--- config.mk ---
export PLATFORM = sky130hd
export DESIGN_NAME = analog_sample_conditioner_top
export DESIGN_NICKNAME = d
export VERILOG_FILES = /design/src/sv/asc_pkg.sv /design/src/sv/analog_sample_conditioner_top.sv
export SDC_FILE = /design/constraint.sdc
export NUM_CORES = 2
export LEC_CHECK = 0
export ABC_AREA = 1
export BUFFER_PORTS_ARGS = -buffer_cell sky130_fd_sc_hd__buf_2
export CAP_MARGIN = 20
export CORE_MARGIN = 2
export CORE_UTILIZATION = 55
export DETAILED_ROUTE_END_ITERATION = 10
export GPL_TIMING_DRIVEN = 0
export HOLD_SLACK_MARGIN = 0.03
export PLACE_DENSITY = 0.82
export SYNTH_ARGS = -nofsm -noshare
export SYNTH_HDL_FRONTEND = slang
export SYNTH_SLANG_ARGS = --single-unit
--- constraint.sdc ---
create_clock -name clk_i -period 9 [get_ports clk_i]
set_input_delay 2.7 -clock clk_i [delete_from_list [all_inputs] [get_ports clk_i]]
set_output_delay 2.7 -clock clk_i [all_outputs]
set_load 0.01 [all_outputs]
--- src/sv/asc_pkg.sv ---
package asc_pkg;

  localparam int SampleBits = 12;
  localparam int CfgW       = 16;
  localparam int LevelW     = 32;
  localparam int DiffW      = ((SampleBits > CfgW) ? SampleBits : CfgW) + 2;
  localparam int MagW       = DiffW - 1 + CfgW;
  localparam int ValW       = MagW + 2;
  localparam int DeltaW     = LevelW + 2;
  localparam int CntW       = $clog2(MagW);

  typedef enum logic [2:0] {
    REG_IN_LOW    = 3'd0,
    REG_IN_HIGH   = 3'd1,
    REG_OUT_LOW   = 3'd2,
    REG_OUT_HIGH  = 3'd3,
    REG_CLAMP_EN  = 3'd4,
    REG_DEADBAND  = 3'd5,
    REG_THRESHOLD = 3'd6
  } reg_idx_e;

  typedef enum logic [1:0] {
    CROSS_NONE = 2'd0,
    CROSS_HIGH = 2'd1,
    CROSS_LOW  = 2'd2
  } cross_e;

  typedef enum logic [4:0] {
    ST_IDLE = 5'b00001,
    ST_MUL  = 5'b00010,
    ST_DIV  = 5'b00100,
    ST_LVL  = 5'b01000,
    ST_RPT  = 5'b10000
  } state_e;

endpackage

--- src/sv/analog_sample_conditioner_top.sv ---
// A sample passes the states MUL, DIV, LVL and RPT; when either span is zero (no mapping)
// the DIV state is skipped and the raw sample is passed through as the level.
// A new sample is accepted only in IDLE, after the previous one has left RPT. The
// 33-step restoring divider resolves one quotient bit per cycle.
// A result waits in the output register; the next sample is taken meanwhile.
// Reset (rst_ni low, asynchronous) clears the configuration, the report history,
// the result register and the sequencer.
module analog_sample_conditioner_top import asc_pkg::*; (
  input  logic                  clk_i,
  input  logic                  rst_ni,
  input  logic                  cfg_we_i,
  input  logic [2:0]            cfg_index_i,
  input  logic [CfgW-1:0]       cfg_wdata_i,
  input  logic                  in_valid_i,
  output logic                  in_ready_o,
  input  logic [SampleBits-1:0] raw_sample_i,
  output logic                  out_valid_o,
  input  logic                  out_ready_i,
  output logic                  reported_o,
  output logic [LevelW-1:0]     level_o,
  output logic                  above_threshold_o,
  output logic [1:0]            crossing_o
);

  logic signed [CfgW-1:0] in_low_q, in_high_q, out_low_q, out_high_q, threshold_q;
  logic                   clamp_en_q;
  logic [CfgW-1:0]        deadband_q;

  state_e                  state_q, state_d;
  logic [SampleBits-1:0]   raw_q;
  logic [MagW-1:0]         quo_q, quo_d;
  logic [CfgW-1:0]         rem_q, rem_d;
  logic [CfgW-1:0]         div_q;
  logic                    neg_q;
  logic                    bypass_q;
  logic [CntW-1:0]         cnt_q;
  logic signed [LevelW-1:0] level_q;

  logic signed [LevelW-1:0] last_rep_q;
  logic                    have_rep_q, last_side_q, have_side_q;

  logic                    out_valid_q, reported_q, above_q;
  logic [LevelW-1:0]       level_out_q;
  cross_e                  crossing_q;

  // configuration
  always_ff @(posedge clk_i or negedge rst_ni) begin
    if (!rst_ni) begin
      in_low_q    <= '0;
      in_high_q   <= '0;
      out_low_q   <= '0;
      out_high_q  <= '0;
      clamp_en_q  <= 1'b0;
      deadband_q  <= '0;
      threshold_q <= '0;
    end else if (cfg_we_i) begin
      case (reg_idx_e'(cfg_index_i))
        REG_IN_LOW:    in_low_q    <= cfg_wdata_i;
        REG_IN_HIGH:   in_high_q   <= cfg_wdata_i;
        REG_OUT_LOW:   out_low_q   <= cfg_wdata_i;
        REG_OUT_HIGH:  out_high_q  <= cfg_wdata_i;
        REG_CLAMP_EN:  clamp_en_q  <= cfg_wdata_i[0];
        REG_DEADBAND:  deadband_q  <= cfg_wdata_i;
        REG_THRESHOLD: threshold_q <= cfg_wdata_i;
        default: ;
      endcase
    end
  end

  // spans and product
  logic signed [DiffW-1:0] raw_ext, diff;
  logic [DiffW-2:0]        diff_mag;
  logic signed [CfgW:0]    in_span, out_span;
  logic [CfgW-1:0]         is_mag, os_mag;
  logic                    span_zero;

  always_comb begin
    raw_ext  = signed'({{(DiffW-SampleBits){1'b0}}, raw_q});
    diff     = raw_ext - DiffW'(in_low_q);
    diff_mag = diff[DiffW-1] ? (DiffW-1)'(-diff) : diff[DiffW-2:0];
    in_span  = (CfgW+1)'(in_high_q) - (CfgW+1)'(in_low_q);
    out_span = (CfgW+1)'(out_high_q) - (CfgW+1)'(out_low_q);
    is_mag   = in_span[CfgW] ? CfgW'(-in_span) : in_span[CfgW-1:0];
    os_mag   = out_span[CfgW] ? CfgW'(-out_span) : out_span[CfgW-1:0];
    span_zero = (in_span == '0) || (out_span == '0);
  end

  // one restoring step
  logic [CfgW:0] trial;
  logic          fits;
  always_comb begin
    trial = {rem_q, quo_q[MagW-1]} - {1'b0, div_q};
    fits  = !trial[CfgW] || rem_q[CfgW-1];
    rem_d = fits ? trial[CfgW-1:0] : {rem_q[CfgW-2:0], quo_q[MagW-1]};
    quo_d = {quo_q[MagW-2:0], fits};
  end

  // signed quotient, offset, clamp, saturate, bypass select
  logic signed [ValW-1:0] qs, v, lo_ext, hi_ext, lvl_full;
  logic signed [LevelW-1:0] lvl_d;
  localparam logic signed [ValW-1:0] LvlMax = ValW'(2**(LevelW-1) - 1);
  localparam logic signed [ValW-1:0] LvlMin = -(ValW'(2**(LevelW-1) - 1)) - ValW'(1);

  always_comb begin
    qs     = neg_q ? -signed'({2'b00, quo_q}) : signed'({2'b00, quo_q});
    v      = qs + ValW'(out_low_q);
    lo_ext = (out_low_q < out_high_q) ? ValW'(out_low_q) : ValW'(out_high_q);
    hi_ext = (out_low_q < out_high_q) ? ValW'(out_high_q) : ValW'(out_low_q);
    lvl_full = v;
    if (clamp_en_q) begin
      if (lvl_full < lo_ext) lvl_full = lo_ext;
      if (lvl_full > hi_ext) lvl_full = hi_ext;
    end
    if (lvl_full > LvlMax) lvl_full = LvlMax;
    if (lvl_full < LvlMin) lvl_full = LvlMin;
    lvl_d = bypass_q ? signed'({{(LevelW-SampleBits){1'b0}}, raw_q}) : lvl_full[LevelW-1:0];
  end

  // deadband and threshold
  logic signed [DeltaW-1:0] delta, ndelta, db_ext;
  logic                     rep, side;
  always_comb begin
    delta  = DeltaW'(level_q) - DeltaW'(last_rep_q);
    ndelta = -delta;
    db_ext = signed'({{(DeltaW-CfgW){1'b0}}, deadband_q});
    rep    = !have_rep_q || (delta >= db_ext) || (ndelta >= db_ext);
    side   = level_q >= LevelW'(threshold_q);
  end

  logic out_free;
  assign out_free   = !out_valid_q || out_ready_i;
  assign in_ready_o = (state_q == ST_IDLE);

  always_comb begin
    state_d = state_q;
    case (state_q)
      ST_IDLE: if (in_valid_i) state_d = ST_MUL;
      ST_MUL:  state_d = span_zero ? ST_LVL : ST_DIV;
      ST_DIV:  if (cnt_q == '0) state_d = ST_LVL;
      ST_LVL:  state_d = ST_RPT;
      ST_RPT:  if (out_free) state_d = ST_IDLE;
      default: state_d = ST_IDLE;
    endcase
  end

  always_ff @(posedge clk_i or negedge rst_ni) begin
    if (!rst_ni) begin
      state_q <= ST_IDLE;
      cnt_q   <= '0;
    end else begin
      state_q <= state_d;
      if (state_q == ST_MUL) cnt_q <= CntW'(MagW - 1);
      else if (state_q == ST_DIV) cnt_q <= cnt_q - 1'b1;
    end
  end

  always_ff @(posedge clk_i) begin
    case (state_q)
      ST_IDLE: if (in_valid_i) raw_q <= raw_sample_i;
      ST_MUL: begin
        quo_q    <= MagW'(diff_mag) * MagW'(os_mag);
        rem_q    <= '0;
        div_q    <= is_mag;
        neg_q    <= diff[DiffW-1] ^ out_span[CfgW] ^ in_span[CfgW];
        bypass_q <= span_zero;
      end
      ST_DIV: begin
        quo_q <= quo_d;
        rem_q <= rem_d;
      end
      ST_LVL:  level_q <= lvl_d;
      default: ;
    endcase
  end

  // history and result register
  always_ff @(posedge clk_i or negedge rst_ni) begin
    if (!rst_ni) begin
      last_rep_q  <= '0;
      have_rep_q  <= 1'b0;
      last_side_q <= 1'b0;
      have_side_q <= 1'b0;
      out_valid_q <= 1'b0;
      reported_q  <= 1'b0;
      above_q     <= 1'b0;
      level_out_q <= '0;
      crossing_q  <= CROSS_NONE;
    end else begin
      if (out_valid_q && out_ready_i) out_valid_q <= 1'b0;
      if ((state_q == ST_RPT) && out_free) begin
        out_valid_q <= 1'b1;
        reported_q  <= rep;
        above_q     <= side;
        level_out_q <= level_q;
        crossing_q  <= CROSS_NONE;
        if (rep) begin
          last_rep_q <= level_q;
          have_rep_q <= 1'b1;
          if (!have_side_q || (side != last_side_q)) begin
            crossing_q  <= side ? CROSS_HIGH : CROSS_LOW;
            last_side_q <= side;
            have_side_q <= 1'b1;
          end
        end
      end
    end
  end

  assign out_valid_o       = out_valid_q;
  assign reported_o        = reported_q;
  assign level_o           = level_out_q;
  assign above_threshold_o = above_q;
  assign crossing_o        = crossing_q;

  a_state_onehot: assert property (@(posedge clk_i) disable iff (!rst_ni)
    $onehot(state_q)) else $error("sequencer state not one-hot");

  a_rem_below_div: assert property (@(posedge clk_i) disable iff (!rst_ni)
    (state_q == ST_DIV) |-> (rem_q < div_q)) else $error("divider remainder out of range");

  a_cross_needs_report: assert property (@(posedge clk_i) disable iff (!rst_ni)
    (out_valid_o && (crossing_o != CROSS_NONE)) |-> reported_o)
    else $error("crossing without report");

  a_cross_matches_side: assert property (@(posedge clk_i) disable iff (!rst_ni)
    (out_valid_o && (crossing_o == CROSS_HIGH)) |-> above_threshold_o)
    else $error("rising crossing on low level");

  a_history_after_report: assert property (@(posedge clk_i) disable iff (!rst_ni)
    $rose(out_valid_q) && reported_q |-> have_rep_q && have_side_q && (last_rep_q == level_q))
    else $error("report history not updated");

endmodule
==> metrics <==
outcome=completed; pre-CTS setup slack=-1.79 ns; Post-CTS Hold Fix Bufs=0; Total Wirelength=~110,000 um; WL/cell=19.1 um; Final Critical Period=roughly 9 ns; Least-Margin Pin Slew=between 1 and 1.5 ns; top-count cell post-synth=nand2_1; fraction of layout instances using a drive strength above 1=0.143; Most used DFF post-synth=dfrtp_1; ys async rst share=0.619; detailed placement HPWL=roughly 82,000 um; YS warnings=0; leading area contributor after synthesis=ha_1; Iteration-0 DRC Markers=about 3,300; worst min path class=flip-flop to flip-flop; Die Y=~250 um; Fin. Hold Viols=0; die area=between 60,000 and 70,000 um2; gp weighted congestion=1.02; Crit. End Element=flip-flop; CTS Root Cell=clkbuf_16; clk_lat worst skew=just under 0.6 ns; total clock buffers created by CTS=34; Clock Path Buffers=3; core area=around 60,000 um2; largest net degree at the start of global routing=between 100 and 150; Setup violations, final=0; CP Launch Type=flip-flop; worst setup margin=slightly below 0.06 ns; via count=around 34,000; cells on worst reg2reg path=46; hold path cells=2; GRT Util Overall=0.325; global-route wire length before repair=165,000 um; Hold Path Sink=level_o[30]$_DFFE_PN0P_; Routed Antenna Nets=0; nets=~5,600; number of synthesized register bits=approximately 290; vias in the first global route=around 32,000; # rows=91; buffers added on ports=between 70 and 80; Crit Path Max Fanout=8; DRT Pass-1 Iters=6; Fill cells=4,991; Worst Setup Path Type=flip-flop to flip-flop; Synth Area per Inst=7.31 um2; number of enable flip-flop cells after synthesis=111; post-synth cell types=63; CP max-delay cell=fa_2; Synth-to-Final Area Change=16.3%; r2r setup slk=0.06 ns; Slew Limit Fails=0; synthesized cell area=34,400 um2; hold_sp=level_o[30]$_DFFE_PN0P_; RR Endpoint=quo_q[31]$_DFFE_PP_; GR Overflow Total=0; Final period util=0.994; CP Data Required Time=9.29 ns; number of max-cap violations=0; Syn Inst Count=between 4,000 and 5,000; sequential-to-total area share from yosys stat=0.228; Synth area leaders=ha_1 (14%), dfrtp_1 (13%), nand2_1 (13%); Die Wd=~250 um; # DRC=0; Slew HR=0.146; RSZ-0062 raised after global routing=yes; Vias/cell=5.78; initial antenna violation count=4; CTS tree=done; clock transition at the registers of the reported paths=approximately 0.06 ns; Synth top cells by count=nand2_1 (1,146), inv_1 (812), ha_1 (375), o21ai_0 (374), nor2_1 (324); TritonCTS Sinks=approximately 290; FMAX=0.112 GHz; initial core utilization=0.557; share of the synthesized area in the top cell type=0.136; Clock Skew=~0.04 ns; CP arrival=9.24 ns; H-tree levels=2; FF-to-FF Start=raw_q[0]$_DFFE_PP_; I/O Pins=74; crit-path max cell delay=approximately 0.63 ns
logic make-up after synthesis:
logic type / synth area share
other cells: 0.000218
flops: 0.228
simple gates: 0.231
compound gates: 0.129
xor+xnor: 0.0448
buf+inv: 0.105
mux: 0.000291
fa+ha+maj: 0.261
registers in the layout (all words and copies together) (netlist names), 2 cells and up:
| signal | flops |
|---|---|
| in_low_q | 16 |
| deadband_q | 16 |
| threshold_q | 16 |
| last_rep_q | 32 |
| in_high_q | 16 |
| div_q | 16 |
| crossing_o | 2 |
| level_q | 32 |
| level_o | 32 |
| rem_q | 16 |
| quo_q | 33 |
| out_low_q | 16 |
| cnt_q | 6 |
| state_q | 5 |
| raw_q | 12 |
| out_high_q | 16 |
layout make-up:
type / count / area [um2] / area share
plain buffers: 103 / 668 / 0.0167
diodes: 1 / 2.50 / 0.0000625
inverters: 835 / 3170 / 0.0791
clock buffers: 44 / 961 / 0.0240
repair buffers: 228 / 1610 / 0.0401
clock inverters: 18 / 233 / 0.00581
multi-input cells: 3490 / 24500 / 0.612
well taps: 837 / 1050 / 0.0262
flip-flops and latches: 291 / 7850 / 0.196
critical path, delay by kind of cell, from the launching register on:
family / cells / cell delay [ns]
AO/OA/AOI/OAI: 12 / 1.70
flip-flops: 1 / 0.41
adder cells (fa/ha/maj): 9 / 3.89
XOR/XNOR: 1 / 0.30
AND/OR/NAND/NOR: 13 / 1.44
buffers and inverters: 11 / 0.87
cell usage in the layout, fill, tap and decap left out, types with 16 or more instances in the layout:
cell type	netlist	layout
nor2_2	26	40
nand3_1	173	161
a21oi_2	5	25
buf_6	2	20
edfxtp_1	111	111
or2_2	23	22
fa_1	214	205
inv_2	13	29
o21ai_2	26	37
buf_4	4	146
dfrtp_1	179	176
nand2_1	1146	1106
conb_1	2	16
a21oi_1	292	263
nand4_1	81	81
o211ai_1	16	16
clkbuf_16	0	37
inv_1	812	791
nor3_1	47	33
o21ai_0	374	346
clkbuf_1	74	60
xnor2_1	40	32
o21ai_1	15	29
ha_1	375	355
nand2_2	35	60
buf_2	22	81
xor2_1	136	110
nor2_1	324	305
per-stage QoR:
step	cell area [um2]	setup TNS (ns)	instances	util	hold slack (ns)
floorplan	34500	0	4722	-	0.423
global placement	35900	-60.27	5632	0.580	0.459
detailed placement	36000	-63.88	5637	0.582	0.462
CTS	38100	0	5739	0.616	0.470
global route	40000	-12.07	5846	0.647	0.487
finish	40000	0	5847	0.648	0.480
worst max path at each step:
stage / endpoint / start / depth (start not counted)
3_5_place_dp: quo_q[31]$_DFFE_PP_ / out_low_q[15]$_DFFE_PN0P_ / 41
6_report: quo_q[31]$_DFFE_PP_ / raw_q[0]$_DFFE_PP_ / 46
3_3_place_gp: quo_q[31]$_DFFE_PP_ / out_low_q[15]$_DFFE_PN0P_ / 41
4_1_cts: quo_q[31]$_DFFE_PP_ / in_low_q[0]$_DFFE_PN0P_ / 44
5_1_grt: level_q[27]$_SDFFCE_PP0P_ / quo_q[1]$_DFFE_PP_ / 51
2_1_floorplan: quo_q[31]$_DFFE_PP_ / out_low_q[15]$_DFFE_PN0P_ / 43
metal layers:
| layer | up-vias | GRT usage | wire length [um] |
|---|---|---|---|
| met5 | - | 0 | 39 |
| li1 | 15657 | - | - |
| met2 | 1689 | 0.548 | 51600 |
| met1 | 15952 | 0.393 | 42100 |
| met3 | 488 | 0.0515 | 8860 |
| met4 | 6 | 0.197 | 8920 |
what timing repair did:
item | in CTS | in global routing
resized for setup | 156 | 297
pin swaps | 26 | 133
setup buffers | 42 | 105
gates cloned | 0 | 3
setup endpoints to repair | 55 | 44
Power is left out: the tool's default activity adds up to more than one toggle a clock period on the data nets, which glitch-free logic cannot reach.
